--- src/sv/rdsr_pkg.sv ---
// Package for the random-dot stereogram row engine.
// Holds register indexes, reset values and the request type of the separation unit.
// Used by the top level, the separation unit and the testbench; depends on nothing.
package rdsr_pkg;

    localparam int DEF_MAX_ROW_WIDTH = 1024;
    localparam int CFG_IDX_W  = 3;
    localparam int CFG_DATA_W = 32;

    // Register indexes of the configuration port.
    localparam logic [CFG_IDX_W-1:0] REG_FAR_SEP   = 3'd0;
    localparam logic [CFG_IDX_W-1:0] REG_DEPTH_RNG = 3'd1;
    localparam logic [CFG_IDX_W-1:0] REG_MAX_LEVEL = 3'd2;
    localparam logic [CFG_IDX_W-1:0] REG_INVERT    = 3'd3;
    localparam logic [CFG_IDX_W-1:0] REG_ROW_WIDTH = 3'd4;
    localparam logic [CFG_IDX_W-1:0] REG_SEED      = 3'd5;

    // Reset values of the registers.
    localparam logic [10:0] RST_FAR_SEP   = 11'd64;
    localparam logic [10:0] RST_DEPTH_RNG = 11'd64;
    localparam logic [8:0]  RST_MAX_LEVEL = 9'd256;
    localparam logic [10:0] RST_ROW_WIDTH = 11'd1024;
    localparam logic [31:0] RST_SEED      = 32'd1;

    // Colour generator constants.
    localparam logic [31:0] LFSR_MASK   = 32'h8020_0003;
    localparam logic [8:0]  COLOUR_SPAN = 9'd255;

    // Signed separation width.
    localparam int SEP_W = 23;

    // Request to the separation unit.
    typedef struct packed {
        logic [10:0] far_sep;
        logic [10:0] depth_rng;
        logic [8:0]  max_c;
        logic        invert;
        logic [7:0]  depth;
    } t_sep_req;

endpackage

--- src/sv/rdsr_sep_unit.sv ---
// Separation unit: one multiply, then a restoring divide one quotient bit a cycle.
// Gives far_sep minus depth_rng * level / max_c with truncation toward zero.
// Depends on rdsr_pkg.
module rdsr_sep_unit (
    input  logic                                i_clk,
    input  logic                                i_rst_n,
    input  logic                                i_start,
    input  rdsr_pkg::t_sep_req                  i_req,
    output logic                                o_done,
    output logic signed [rdsr_pkg::SEP_W-1:0]   o_sep
);
    import rdsr_pkg::*;

    localparam int NW = 21;
    localparam int CW = $clog2(NW + 1);

    logic               r_mul;
    logic               r_busy;
    logic               r_done;
    logic [CW-1:0]      r_cnt;
    logic signed [SEP_W-1:0] r_prod;
    logic [NW-1:0]      r_mag;
    logic [9:0]         r_rem;
    logic               r_neg;
    logic [10:0]        r_far;
    logic [8:0]         r_div;
    logic signed [SEP_W-1:0] r_sep;

    logic signed [11:0] op_level;
    logic signed [SEP_W-1:0] a_ext, b_ext;
    logic [9:0]         rem_sh;
    logic               q_bit;
    logic [9:0]         rem_nx;
    logic signed [SEP_W-1:0] q_s;

    // Operand of the multiply: level distance, or level itself when inverted.
    always_comb begin
        if (i_req.invert) begin
            op_level = $signed({4'b0, i_req.depth});
        end else begin
            op_level = $signed({3'b0, i_req.max_c}) - $signed({4'b0, i_req.depth});
        end
        a_ext = SEP_W'($signed({1'b0, i_req.depth_rng}));
        b_ext = SEP_W'(op_level);
    end

    // One restoring divide step.
    always_comb begin
        rem_sh = {r_rem[8:0], r_mag[NW-1]};
        q_bit  = (rem_sh >= {1'b0, r_div});
        rem_nx = q_bit ? (rem_sh - {1'b0, r_div}) : rem_sh;
        q_s    = $signed({{(SEP_W-NW){1'b0}}, r_mag});
    end

    always_ff @(posedge i_clk) begin
        if (!i_rst_n) begin
            r_mul  <= 1'b0;
            r_busy <= 1'b0;
            r_done <= 1'b0;
            r_cnt  <= '0;
        end else begin
            r_done <= 1'b0;
            if (i_start) begin
                r_mul  <= 1'b1;
                r_prod <= a_ext * b_ext;
                r_far  <= i_req.far_sep;
                r_div  <= i_req.max_c;
            end else if (r_mul) begin
                // Take the magnitude and start the divide.
                r_mul  <= 1'b0;
                r_busy <= 1'b1;
                r_neg  <= r_prod[SEP_W-1];
                r_mag  <= r_prod[SEP_W-1] ? NW'(-r_prod) : NW'(r_prod);
                r_rem  <= '0;
                r_cnt  <= CW'(NW);
            end else if (r_busy) begin
                if (r_cnt == '0) begin
                    r_busy <= 1'b0;
                    r_done <= 1'b1;
                    r_sep  <= $signed({{(SEP_W-11){1'b0}}, r_far})
                              - (r_neg ? -q_s : q_s);
                end else begin
                    r_rem <= rem_nx;
                    r_mag <= {r_mag[NW-2:0], q_bit};
                    r_cnt <= r_cnt - 1'b1;
                end
            end
        end
    end

    assign o_done = r_done;
    assign o_sep  = r_sep;

endmodule

--- config.mk ---
export PLATFORM = sky130hd
export DESIGN_NAME = rdsr_sep_unit
export DESIGN_NICKNAME = d
export VERILOG_FILES = /design/src/sv/rdsr_pkg.sv /design/src/sv/rdsr_sep_unit.sv
export SDC_FILE = /design/constraint.sdc
export NUM_CORES = 1
export LEC_CHECK = 0
export BUFFER_PORTS_ARGS = -buffer_cell sky130_fd_sc_hd__buf_2
export CAP_MARGIN = 20
export CORE_MARGIN = 1
export CORE_UTILIZATION = 40
export CTS_BUF_LIST = sky130_fd_sc_hd__clkbuf_8 sky130_fd_sc_hd__clkbuf_16
export CTS_CLUSTER_DIAMETER = 200
export DETAILED_ROUTE_END_ITERATION = 10
export PLACE_DENSITY = 0.59
export RECOVER_POWER = 25
export SYNTH_ARGS = -nofsm -noshare
export SYNTH_HDL_FRONTEND = slang
export SYNTH_SLANG_ARGS = --single-unit
--- constraint.sdc ---
create_clock -name i_clk -period 18 [get_ports i_clk]
set_input_delay 2.7 -clock i_clk [delete_from_list [all_inputs] [get_ports i_clk]]
set_output_delay 2.7 -clock i_clk [all_outputs]
set_load 0.01 [all_outputs]
# After elaboration in Yosys (flattened, before gate mapping)
# Index checks and enable logic that the tools add are counted.
# word_totals
ff_bits,105
word_cells,49
in_bits,43
output_inout_bits,24
# op_classes
n_mux,17
n_addsub,6
eq_ne,1
n_bitwise,4
order_cmp,1
n_reduce_logical,8
n_mul,1
# op_table
cell,count
21-bit 2-to-1 mux,4
9-bit 2-to-1 mux,3
12-bit by 12-bit multiplier with 23-bit output,1
23-bit 2-to-1 mux,1
21-bit negation with 23-bit output,1
12-bit by 23-bit subtractor with 23-bit output,1
21-bit negation,1
5-bit 2-to-1 mux,3
12-bit 2-to-1 mux,1
10-bit by 9-bit >= comparator with 1-bit output,1
9-bit by 8-bit subtractor with 10-bit output,1
9-bit subtractor,1
3-bit AND reduction,2
5-bit zero test,1
1-bit 2-to-1 mux,5
5-bit AND reduction,1
5-bit by 1-bit subtractor with 5-bit output (second input constant),1
1-bit inverter,4
4-bit AND reduction,1
4-bit OR reduction,1
2-bit inequality test (second input constant),1
2-bit AND reduction,1
2-bit nonzero test,1

# Logic depth before layout (Yosys ltp)
# Gate-level depths: netlist of the first run.
# depth
word_depth,4
depth_mapped,30

# Worst setup path before layout of the first run
# No wires, ideal clock.
# synth_timing
kind,input port to flip-flop
from,in i_req[1] (netlist name)
to,reg r_prod[22] (data pin)
cell_stages,28
n_path_buf,2
setup_ps,260
required_time_ps,17740
path_slack_ps,8565
arrival_time_ps,9175
path_cell_list,inv_1 -> ha_1 -> nor2b_1 -> o21a_1 -> o21ai_0 -> a21oi_1 -> a21oi_1 -> o21a_1 -> clkbuf_1 -> clkinv_1 -> buf_1 -> nor2_1 -> fa_1 -> fa_1 -> fa_1 -> fa_1 -> inv_1 -> fa_1 -> inv_1 -> ha_1 -> o21a_1 -> o21ai_0 -> inv_1 -> and3_1 -> a2111oi_0 -> o31ai_1 -> a21oi_1 -> xnor2_1
# synth_between
elab_chain_cells,3
# synth_lines
element,line_no,source
start: declaration,rdsr_sep_unit.sv:8,"input rdsr_pkg::t_sep_req i_req,"
9-bit by 8-bit subtractor with 10-bit output,rdsr_sep_unit.sv:41,"op_level = $signed({3'b0, i_req.max_c}) - $signed({4'b0, i_req.depth});"
12-bit 2-to-1 mux (*),rdsr_sep_unit.sv:38,if (i_req.invert) begin
12-bit by 12-bit multiplier with 23-bit output (*),rdsr_sep_unit.sv:65,r_prod <= a_ext * b_ext;
end signal: assignment,rdsr_sep_unit.sv:65,
end: declaration,rdsr_sep_unit.sv:21,logic signed [SEP_W-1:0] r_prod;
# Every way passes the cells marked *; elsewhere a longest branch is shown, timed or not.
# A chain may end at the register's enable or synchronous reset.

# Worst setup path in the final report of the first run
# Same ends and word-level chain as after synthesis.

==> flow_summary.toml, run 1 <==
[timing]
tightestPinTransition_ns = 0.980
finalHoldViolations = 0
skew_ns = 0.0157
slew_headroom_pct = 34.7
min_period_ns = 10.02
min_period_over_period_pct = 55.7
setup_viol = 0
rsz0062_at_grt = "false"
setup_slack_ns = 7.98
maxSlewViolCount = 0
max_freq_mhz = 99.8
tns_ns = 0

[worst_setup_path]
critPathArrivalTime_ns = 10.13
r2r-start = "r_neg$_DFFE_PP_"
crit_top_cell = "fa_1"
crit_slowest_cell = "a2111oi_0"
cpPeakStageDelay_ns = 0.64
crit_family = "adder cells"
required_ns = 18.11
critPathMaxFanout = 17
startpoint = "i_req[1]"
end_kind = "flip-flop"
critPathLaunchType = "input pin"
critical_path_class = "input pin to flip-flop"
crit_buf_inv = 6

[die]
placementRows = 58
core_region_area_um2 = 25400
dieWidth_um = 163
initial_core_util_pct = 41.0
ios = 67
fp.dieH_um = 163
die_area_um2 = 26700

[pwr]
power_density_nw_per_um2 = 114
p_sw_uw = 539
power_frac_seq_pct = 27.3
p_int_uw = 760
p_leak_nw = 5.22
ir_drop_mv = 0.0990
share_clk_of_total_power_pct = 15.5
swShare_pct = 41.5
power_frac_comb_pct = 57.2

[synth]
synthDistinctLibCells = 59
synthSimpleGateAreaFrac_pct = 14.9
yosys-top-cells-count = "inv_1 (169), nand2_1 (105), ha_1 (102)"
async_flop_share_pct = 0
muxShareOfSynthArea_pct = 1.09
synth-seq-area-share_pct = 29.2
syn_area_um2 = 10400
ys.flop_type = "edfxtp_1"
synth_edf_count = 96
yosys_warnings = 0
synth-compound-area-share_pct = 10.0
yosysTopAreaCell = "edfxtp_1"
synthAdderAreaFrac_pct = 30.3
syn-instance-count = 1087
yosys.area.top_type_share_pct = 27.7
synth_xor_xnor_area_share_pct = 6.88
synth.avg_cell_area_um2 = 9.59
synth.area.top_cells = "edfxtp_1 (28%), fa_1 (18%), ha_1 (12%)"
synth.most_common_cell = "inv_1"
ys_seq_elements = 104
syn_nets = 1326
synth_top_family_by_area = "adder cells"

[placed_design]
dp_hpwl_um = 16900
routabilityCongestion = 0.816
port-buffer-count = 66
pre_cts_slack_ns = 7.64

[run]
drv_cap = 0

[cells_and_area]
drive_above_1_share_pct = 9.49
finalNetCount = 1372
area_delta_synth_final_pct = 9.42
diodes = 0

[grt]
grt_pass1_vias = 7307
antenna_found_initial = 0
grt_max_degree = 56
grt_use_total_pct = 16.7
grt_first_pass_wirelength_um = 35600
globalRouteOverflowTotal = 0

[drt]
drt_iter0_markers = 457
drt_pass1_iterations = 5
drc = 0
wl_per_cell_um = 14.3
num_vias = 7446
via_per_inst = 5.07
antenna_left = 0
routed_wl_um = 21000

[clock_network]
cts_setup_buffers = 0
cts.sinks = 104
clock_path_buffers = 2
cts_root_buf = "clkbuf_16"
cts-resized-gates = 0
postCtsHoldBufs = 0
cts_buffers = 9
htreeDepth = 3
clk_pin_slew_ns = 0.08
cts_tree = "built"
clk_latency_ns = 0.36

[min_path]
hp-start = "r_cnt[2]$_SDFFE_PN0P_"
hold_class = "flip-flop to flip-flop"

[run_status]
outcome = "finished, final reports clean"
==> final timing paths <==
| check | to | slack (ns) | cells past startpoint |
|---|---|---|---|
| setup / recovery | r_prod[22]$_DFFE_PP_ | 7.98 | 27 |
| hold / removal | r_cnt[2]$_SDFFE_PN0P_ | 0.50 | 2 |
| setup reg to reg | o_sep[18]$_DFFE_PP_ | 14.06 | 12 |
| hold reg to reg | r_cnt[2]$_SDFFE_PN0P_ | 0.50 | 2 |
==> layer usage <==
metal,global-route usage (%),vias to the layer above,routed length [µm]
li1,-,3693,-
met1,22.8,3640,9990
met2,28.2,97,10300
met3,1.93,16,543
met4,3.87,0,221
met5,0,-,0
==> layout make-up <==
class / instances / area, µm²
sequential: 104 / 3040
fill: 2525 / 14000
inverter: 170 / 638
multi-input combinational: 772 / 6590
clock inverter: 7 / 80.1
tap: 330 / 413
clock buffer: 9 / 225
timing repair buffer: 76 / 414
==> stage by stage <==
step	utilization, %	total power, mW	instance area (µm²)	hold WS (ns)	cells
2_1_floorplan	-	0.948	10400	0.448	1087
3_3_place_gp	43.6	1.11	11100	0.489	1450
3_5_place_dp	43.6	1.11	11100	0.501	1450
4_1_cts	44.8	1.32	11400	0.508	1466
5_1_grt	44.9	1.44	11400	0.555	1468
6_report	44.9	1.30	11400	0.502	1468
==> logic make-up after synthesis <==
kind of cell | Yosys count
DFF | 104
and+or+nand+nor | 318
muxes | 11
adders and majority gates | 196
xor gates and xnor gates | 81
buffers and inverters | 211
AOI/OAI and AO/OA | 166
==> cells in the final DEF, fill, tap and decap left out, types with 6 or more instances in the layout <==
cell       Yosys  final
xnor2_1       42     42
nand3_1       12     12
a211oi_1      13     13
clkbuf_1      29      9
and3_1        11     11
buf_4          0      8
xor2_1        38     38
a31oi_1        6      6
ha_1         102    102
or2_2          6      6
mux2i_1        8      8
fa_1          94     94
and2_1        38     36
clkbuf_16      0      9
o21a_1         7      7
nor2_1        83     83
o21ai_0       38     38
nand2_1      105    105
nor3_1        18     18
inv_1        169    169
dfxtp_1        8      7
a21oi_1       52     52
edfxtp_1      96     96
buf_2          0     57
or3_1         10     10
o31ai_1       12     12
nor2b_1       11     11
==> registers in the layout, summed over array words and instances, names as in the netlist <==
register and cells:
o_sep 23, o_done 1, r_far 11, r_rem 9, r_div 9, r_neg 1
r_prod 22, r_mul 1, r_mag 21, r_cnt 5, r_busy 1
==> tightest hold or removal path, cell delays in order (launching register included) <==
cell and delay, ns:
dfxtp_1 0.35, inv_1 0.06, a21oi_1 0.05
==> power groups by stage <==
stage / Clock, mW / Sequential (mW) / Combinational [mW]
after floorplan: 0 / 0.352 / 0.596
after global placement: 0 / 0.361 / 0.751
after detailed placement: 0 / 0.361 / 0.752
after CTS: 0.207 / 0.355 / 0.760
after global routing: 0.216 / 0.359 / 0.866
final: 0.201 / 0.355 / 0.743
Note: power is estimated with default switching activity, not from simulation.
==> run 2, diff against run 1 <==
--- a/config.mk
+++ b/config.mk
@@ -12,7 +12,7 @@
 export CTS_BUF_LIST = sky130_fd_sc_hd__clkbuf_8 sky130_fd_sc_hd__clkbuf_16
 export CTS_CLUSTER_DIAMETER = 200
 export DETAILED_ROUTE_END_ITERATION = 10
-export PLACE_DENSITY = 0.59
+export PLACE_DENSITY = 0.61
 export RECOVER_POWER = 25
 export SYNTH_ARGS = -nofsm -noshare
 export SYNTH_HDL_FRONTEND = slang
==> constraint.sdc (replaced) <==
create_clock -name i_clk -period 8.5 [get_ports i_clk]
set_input_delay 1.275 -clock i_clk [delete_from_list [all_inputs] [get_ports i_clk]]
set_output_delay 1.275 -clock i_clk [all_outputs]
set_load 0.01 [all_outputs]
==> flow_summary.toml, run 2 (synthesis results as in run 1) <==
[run_status]
outcome = "finished, violations left"
violations = "max-capacitance violations, max-slew violations"

[timing]
skew_ns = 0.0140
min_period_over_period_pct = 92.7
finalHoldViolations = 0
holdWs_ns = 0.501
setup_viol = 0
tns_ns = 0
max_freq_mhz = 127
setup_slack_ns = 0.621
rsz0062_at_grt = "false"
min_period_ns = 7.88
maxSlewViolCount = 88
slew_headroom_pct = -22.2
tightestPinTransition_ns = 1.83

[grt]
grt_pass1_vias = 7308
grt_use_total_pct = 16.4
antenna_found_initial = 0
grt_first_pass_wirelength_um = 35000
globalRouteOverflowTotal = 0
grt_max_degree = 56

[drt]
wl_per_cell_um = 14.2
drc = 0
routed_wl_um = 20900
antenna_left = 0
drt_pass1_iterations = 4
drt_iter0_markers = 397
num_vias = 7469
via_per_inst = 5.06

[worst_setup_path]
critPathLaunchType = "input pin"
critPathArrivalTime_ns = 8.00
crit_top_cell = "fa_1"
crit_buf_inv = 7
critical_path_class = "input pin to flip-flop"
end_kind = "flip-flop"
crit_family = "adder cells"
required_ns = 8.62
critPathMaxFanout = 11
cpPeakStageDelay_ns = 0.54
crit_slowest_cell = "fa_1"

[pwr]
p_sw_mw = 1.17
share_clk_of_total_power_pct = 15.3
p_leak_nw = 5.24
power_frac_seq_pct = 26.7
power_mw = 2.82
ir_drop_mv = 0.207
swShare_pct = 41.6
power_density_nw_per_um2 = 246
p_int_mw = 1.65
power_frac_comb_pct = 58.1

[cells_and_area]
diodes = 0
largest_reg_flops = 23
finalNetCount = 1379
final_common_cell = "inv_1"
area_delta_synth_final_pct = 9.88
multiInputGateArea_um2 = 6610
seq_area_um2 = 3040
drive_above_1_share_pct = 10.0
final_core_util_pct = 45.1
final_cell_mix = "inv_1 (169), nand2_1 (105), ha_1 (102)"
fillers = 2507

[min_path]
hold_class = "flip-flop to flip-flop"

[placed_design]
port-buffer-count = 66
routabilityCongestion = 0.818
dp_hpwl_um = 17000
pre_cts_slack_ns = 0.126

[die]
placementRows = 58
die_area_um2 = 26700
initial_core_util_pct = 41.0
dieWidth_um = 163
fp.dieH_um = 163
core_region_area_um2 = 25400
ios = 67

[clock_network]
clock_path_buffers = 2
htreeDepth = 3
clk_pin_slew_ns = 0.09
cts_buffers = 9
cts_root_buf = "clkbuf_16"
cts_tree = "built"
cts.sinks = 104
clk_latency_ns = 0.36
cts_setup_buffers = 0

[run]
drv_cap = 2
## run 2: cell types whose count changed in the layout (fill, tap and decap cells not counted), sizes merged
cell	before	now
clkinv	2	4
clkbuf	18	19
buf	67	73
clkinvlp	1	0
inv	174	173
## run 2: worst paths after layout
kind,start,end,slack (ns),cells after the start
worst min-delay path,r_cnt[2]$_SDFFE_PN0P_,r_cnt[2]$_SDFFE_PN0P_,0.50,2
worst max-delay path,i_req[9],r_prod[22]$_DFFE_PP_,0.62,30
worst min register to register,r_cnt[2]$_SDFFE_PN0P_,r_cnt[2]$_SDFFE_PN0P_,0.50,2
worst max register to register,r_neg$_DFFE_PP_,o_sep[18]$_DFFE_PP_,4.60,12
## run 2: layout make-up
| class | count | share of cell area (%) |
|---|---|---|
| Multi-Input combinational cell | 772 | 57.7 |
| Clock inverter | 7 | 0.710 |
| Sequential cell | 104 | 26.6 |
| Timing Repair Buffer | 83 | 3.87 |
| Inverter | 170 | 5.57 |
| Clock buffer | 9 | 1.97 |
| Tap cell | 330 | 3.60 |
## run 2: per-stage QoR
stage | instances | instance area (µm²)
2_1_floorplan | 1087 | 10400
3_3_place_gp | 1458 | 11100
3_5_place_dp | 1458 | 11100
4_1_cts | 1474 | 11400
5_1_grt | 1475 | 11500
6_report | 1475 | 11500
## run 2: worst min-delay path, cell delays in order, from the launching register on
cell and delay, ns:
dfxtp_1 0.36, inv_1 0.06, a21oi_1 0.05
## run 2: power by group through the flow
| stage | logic (mW) | registers [mW] | clock network (mW) |
|---|---|---|---|
| 2_1_floorplan | 1.26 | 0.745 | 0 |
| 3_3_place_gp | 1.65 | 0.761 | 0 |
| 3_5_place_dp | 1.67 | 0.763 | 0 |
| 4_1_cts | 1.68 | 0.751 | 0.438 |
| 5_1_grt | 1.91 | 0.760 | 0.456 |
| 6_report | 1.64 | 0.751 | 0.430 |
## run 2: timing repair
item,CTS,global route
setup endpoints to repair,0,1
gates resized for setup,0,5
hold buffers,0,0
## run 2: per-layer routing
metal / GRT usage [%] / wire [µm] / up-vias
met5: 0 / 0 / -
met4: 5.10 / 369 / 0
met3: 1.80 / 716 / 26
met2: 27.9 / 10100 / 123
met1: 21.8 / 9720 / 3612
li1: - / - / 3708
==> run 3, diff against run 2 <==
--- a/config.mk
+++ b/config.mk
@@ -5,14 +5,14 @@
 export SDC_FILE = /design/constraint.sdc
 export NUM_CORES = 1
 export LEC_CHECK = 0
-export BUFFER_PORTS_ARGS = -buffer_cell sky130_fd_sc_hd__buf_2
 export CAP_MARGIN = 20
 export CORE_MARGIN = 1
 export CORE_UTILIZATION = 40
 export CTS_BUF_LIST = sky130_fd_sc_hd__clkbuf_8 sky130_fd_sc_hd__clkbuf_16
 export CTS_CLUSTER_DIAMETER = 200
 export DETAILED_ROUTE_END_ITERATION = 10
-export PLACE_DENSITY = 0.61
+export DONT_BUFFER_PORTS = 1
+export PLACE_DENSITY = 0.58
 export RECOVER_POWER = 25
 export SYNTH_ARGS = -nofsm -noshare
 export SYNTH_HDL_FRONTEND = slang
==> flow_summary.toml, run 3 (synthesis results as in run 1) <==
[die]
placementRows = 58
ios = 67
core_region_area_um2 = 25400
dieWidth_um = 163
die_area_um2 = 26700
initial_core_util_pct = 41.0
fp.dieH_um = 163

[timing]
slew_headroom_pct = -71.2
setup_slack_ns = 0.494
min_period_ns = 8.01
setup_viol = 0
tns_ns = 0
skew_ns = 0.0137
rsz0062_at_grt = "false"
tightestPinTransition_ns = 2.57
maxSlewViolCount = 100
max_freq_mhz = 125
finalHoldViolations = 0
min_period_over_period_pct = 94.2

[grt]
grt_max_degree = 56
grt_first_pass_wirelength_um = 35600
grt_pass1_vias = 7335
grt_use_total_pct = 16.8
antenna_found_initial = 0
globalRouteOverflowTotal = 0

[placed_design]
port-buffer-count = 0
placedCellCount = 1393
dp_hpwl_um = 17100
routabilityCongestion = 0.833
dpl_cell_area_um2 = 10800
pre_cts_slack_ns = 0.0283

[clock_network]
cts_tree = "built"
clk_latency_ns = 0.36
postCtsHoldBufs = 0
cts_buffers = 9
clock_path_buffers = 2
cts.sinks = 104
clk_pin_slew_ns = 0.08
htreeDepth = 3
cts_root_buf = "clkbuf_16"

[cells_and_area]
final_common_cell = "inv_1"
final_cell_mix = "inv_1 (170), nand2_1 (105), ha_1 (102)"
fillers = 2525
drive_above_1_share_pct = 4.91
finalNetCount = 1314
largest_reg_flops = 23
area_delta_synth_final_pct = 6.58
diodes = 0
final_area_um2 = 11100
instances_no_fill = 1410

[pwr]
power_mw = 2.78
ir_drop_mv = 0.214
power_density_nw_per_um2 = 250
p_leak_nw = 5.00

[drt]
drc = 0
routed_wl_um = 21200
wl_per_cell_um = 15.1
via_per_inst = 5.15
antenna_left = 0
drt_iter0_markers = 444
drt_pass1_iterations = 5
num_vias = 7267

[run]
drv_cap = 2

[worst_setup_path]
critPathArrivalTime_ns = 8.12
crit_family = "adder cells"
crit_top_cell = "fa_1"
critPathMaxFanout = 11
critPathLaunchType = "input pin"
required_ns = 8.61
crit_slowest_cell = "fa_1"
crit_buf_inv = 5
end_kind = "flip-flop"
rrSetupSlack_ns = 4.63
cpPeakStageDelay_ns = 0.59
critical_path_class = "input pin to flip-flop"

[min_path]
hold_class = "flip-flop to flip-flop"

[run_status]
outcome = "finished, violations left"
violations = "max-capacitance violations, max-slew violations"
==> run 3: cell count changes in the layout (fill, tap and decap cells not counted), moves of 3 or more <==
cell | before | now
clkbuf_1 | 10 | 4
buf_4 | 16 | 13
a211oi_1 | 10 | 13
buf_2 | 57 | 0
a211oi_2 | 3 | 0
==> run 3: worst min-delay path, stage by stage, from the launching register on <==
cell,delay [ns]
dfxtp_1,0.35
inv_1,0.06
a21oi_1,0.06
==> run 3: per-layer routing <==
layer  track usage [%]  routed length [µm]  vias up
met4              3.53                 202        0
met2              29.3               10400      101
li1                  -                   -     3584
met3              2.23                 575       13
met1              22.1               10100     3569
met5                 0                   0        -
==> run 3: final cells by class <==
cell class              count  area (µm²)  area share (%)
flip-flops and latches    104        3040            27.4
multi-input cells         772        6590            59.3
clock buffers               9         225            2.03
well taps                 330         413            3.72
repair buffers             18         133            1.19
inverters                 170         638            5.74
clock inverters             7        66.3           0.597
==> run 3: power breakdown <==
| part | internal (mW) | switching, mW |
|---|---|---|
| registers | 0.702 | 0.0477 |
| clock network | 0.206 | 0.202 |
| logic | 0.722 | 0.895 |
==> run 3: path summary, 6_finish.rpt <==
check	from	endpoint	cells after the start
hold / removal	r_cnt[2]$_SDFFE_PN0P_	r_cnt[2]$_SDFFE_PN0P_	2
hold reg to reg	r_cnt[2]$_SDFFE_PN0P_	r_cnt[2]$_SDFFE_PN0P_	2
setup / recovery	i_req[9]	r_prod[22]$_DFFE_PP_	28
setup reg to reg	r_neg$_DFFE_PP_	o_sep[18]$_DFFE_PP_	12
==> run 3: timing repair <==
item / 4_1_cts / 5_1_grt
endpoints found under the setup margin: 0 / 1
endpoints found under the hold margin: 0 / 0
buffers inserted: 0 / 0
resized for setup: 0 / 1
==> run 3: stage by stage <==
step / hold slack, ns / util, %
5_1_grt: 0.532 / 43.7
6_report: 0.509 / 43.7
3_3_place_gp: 0.478 / 42.6
2_1_floorplan: 0.448 / -
3_5_place_dp: 0.498 / 42.6
4_1_cts: 0.509 / 43.8
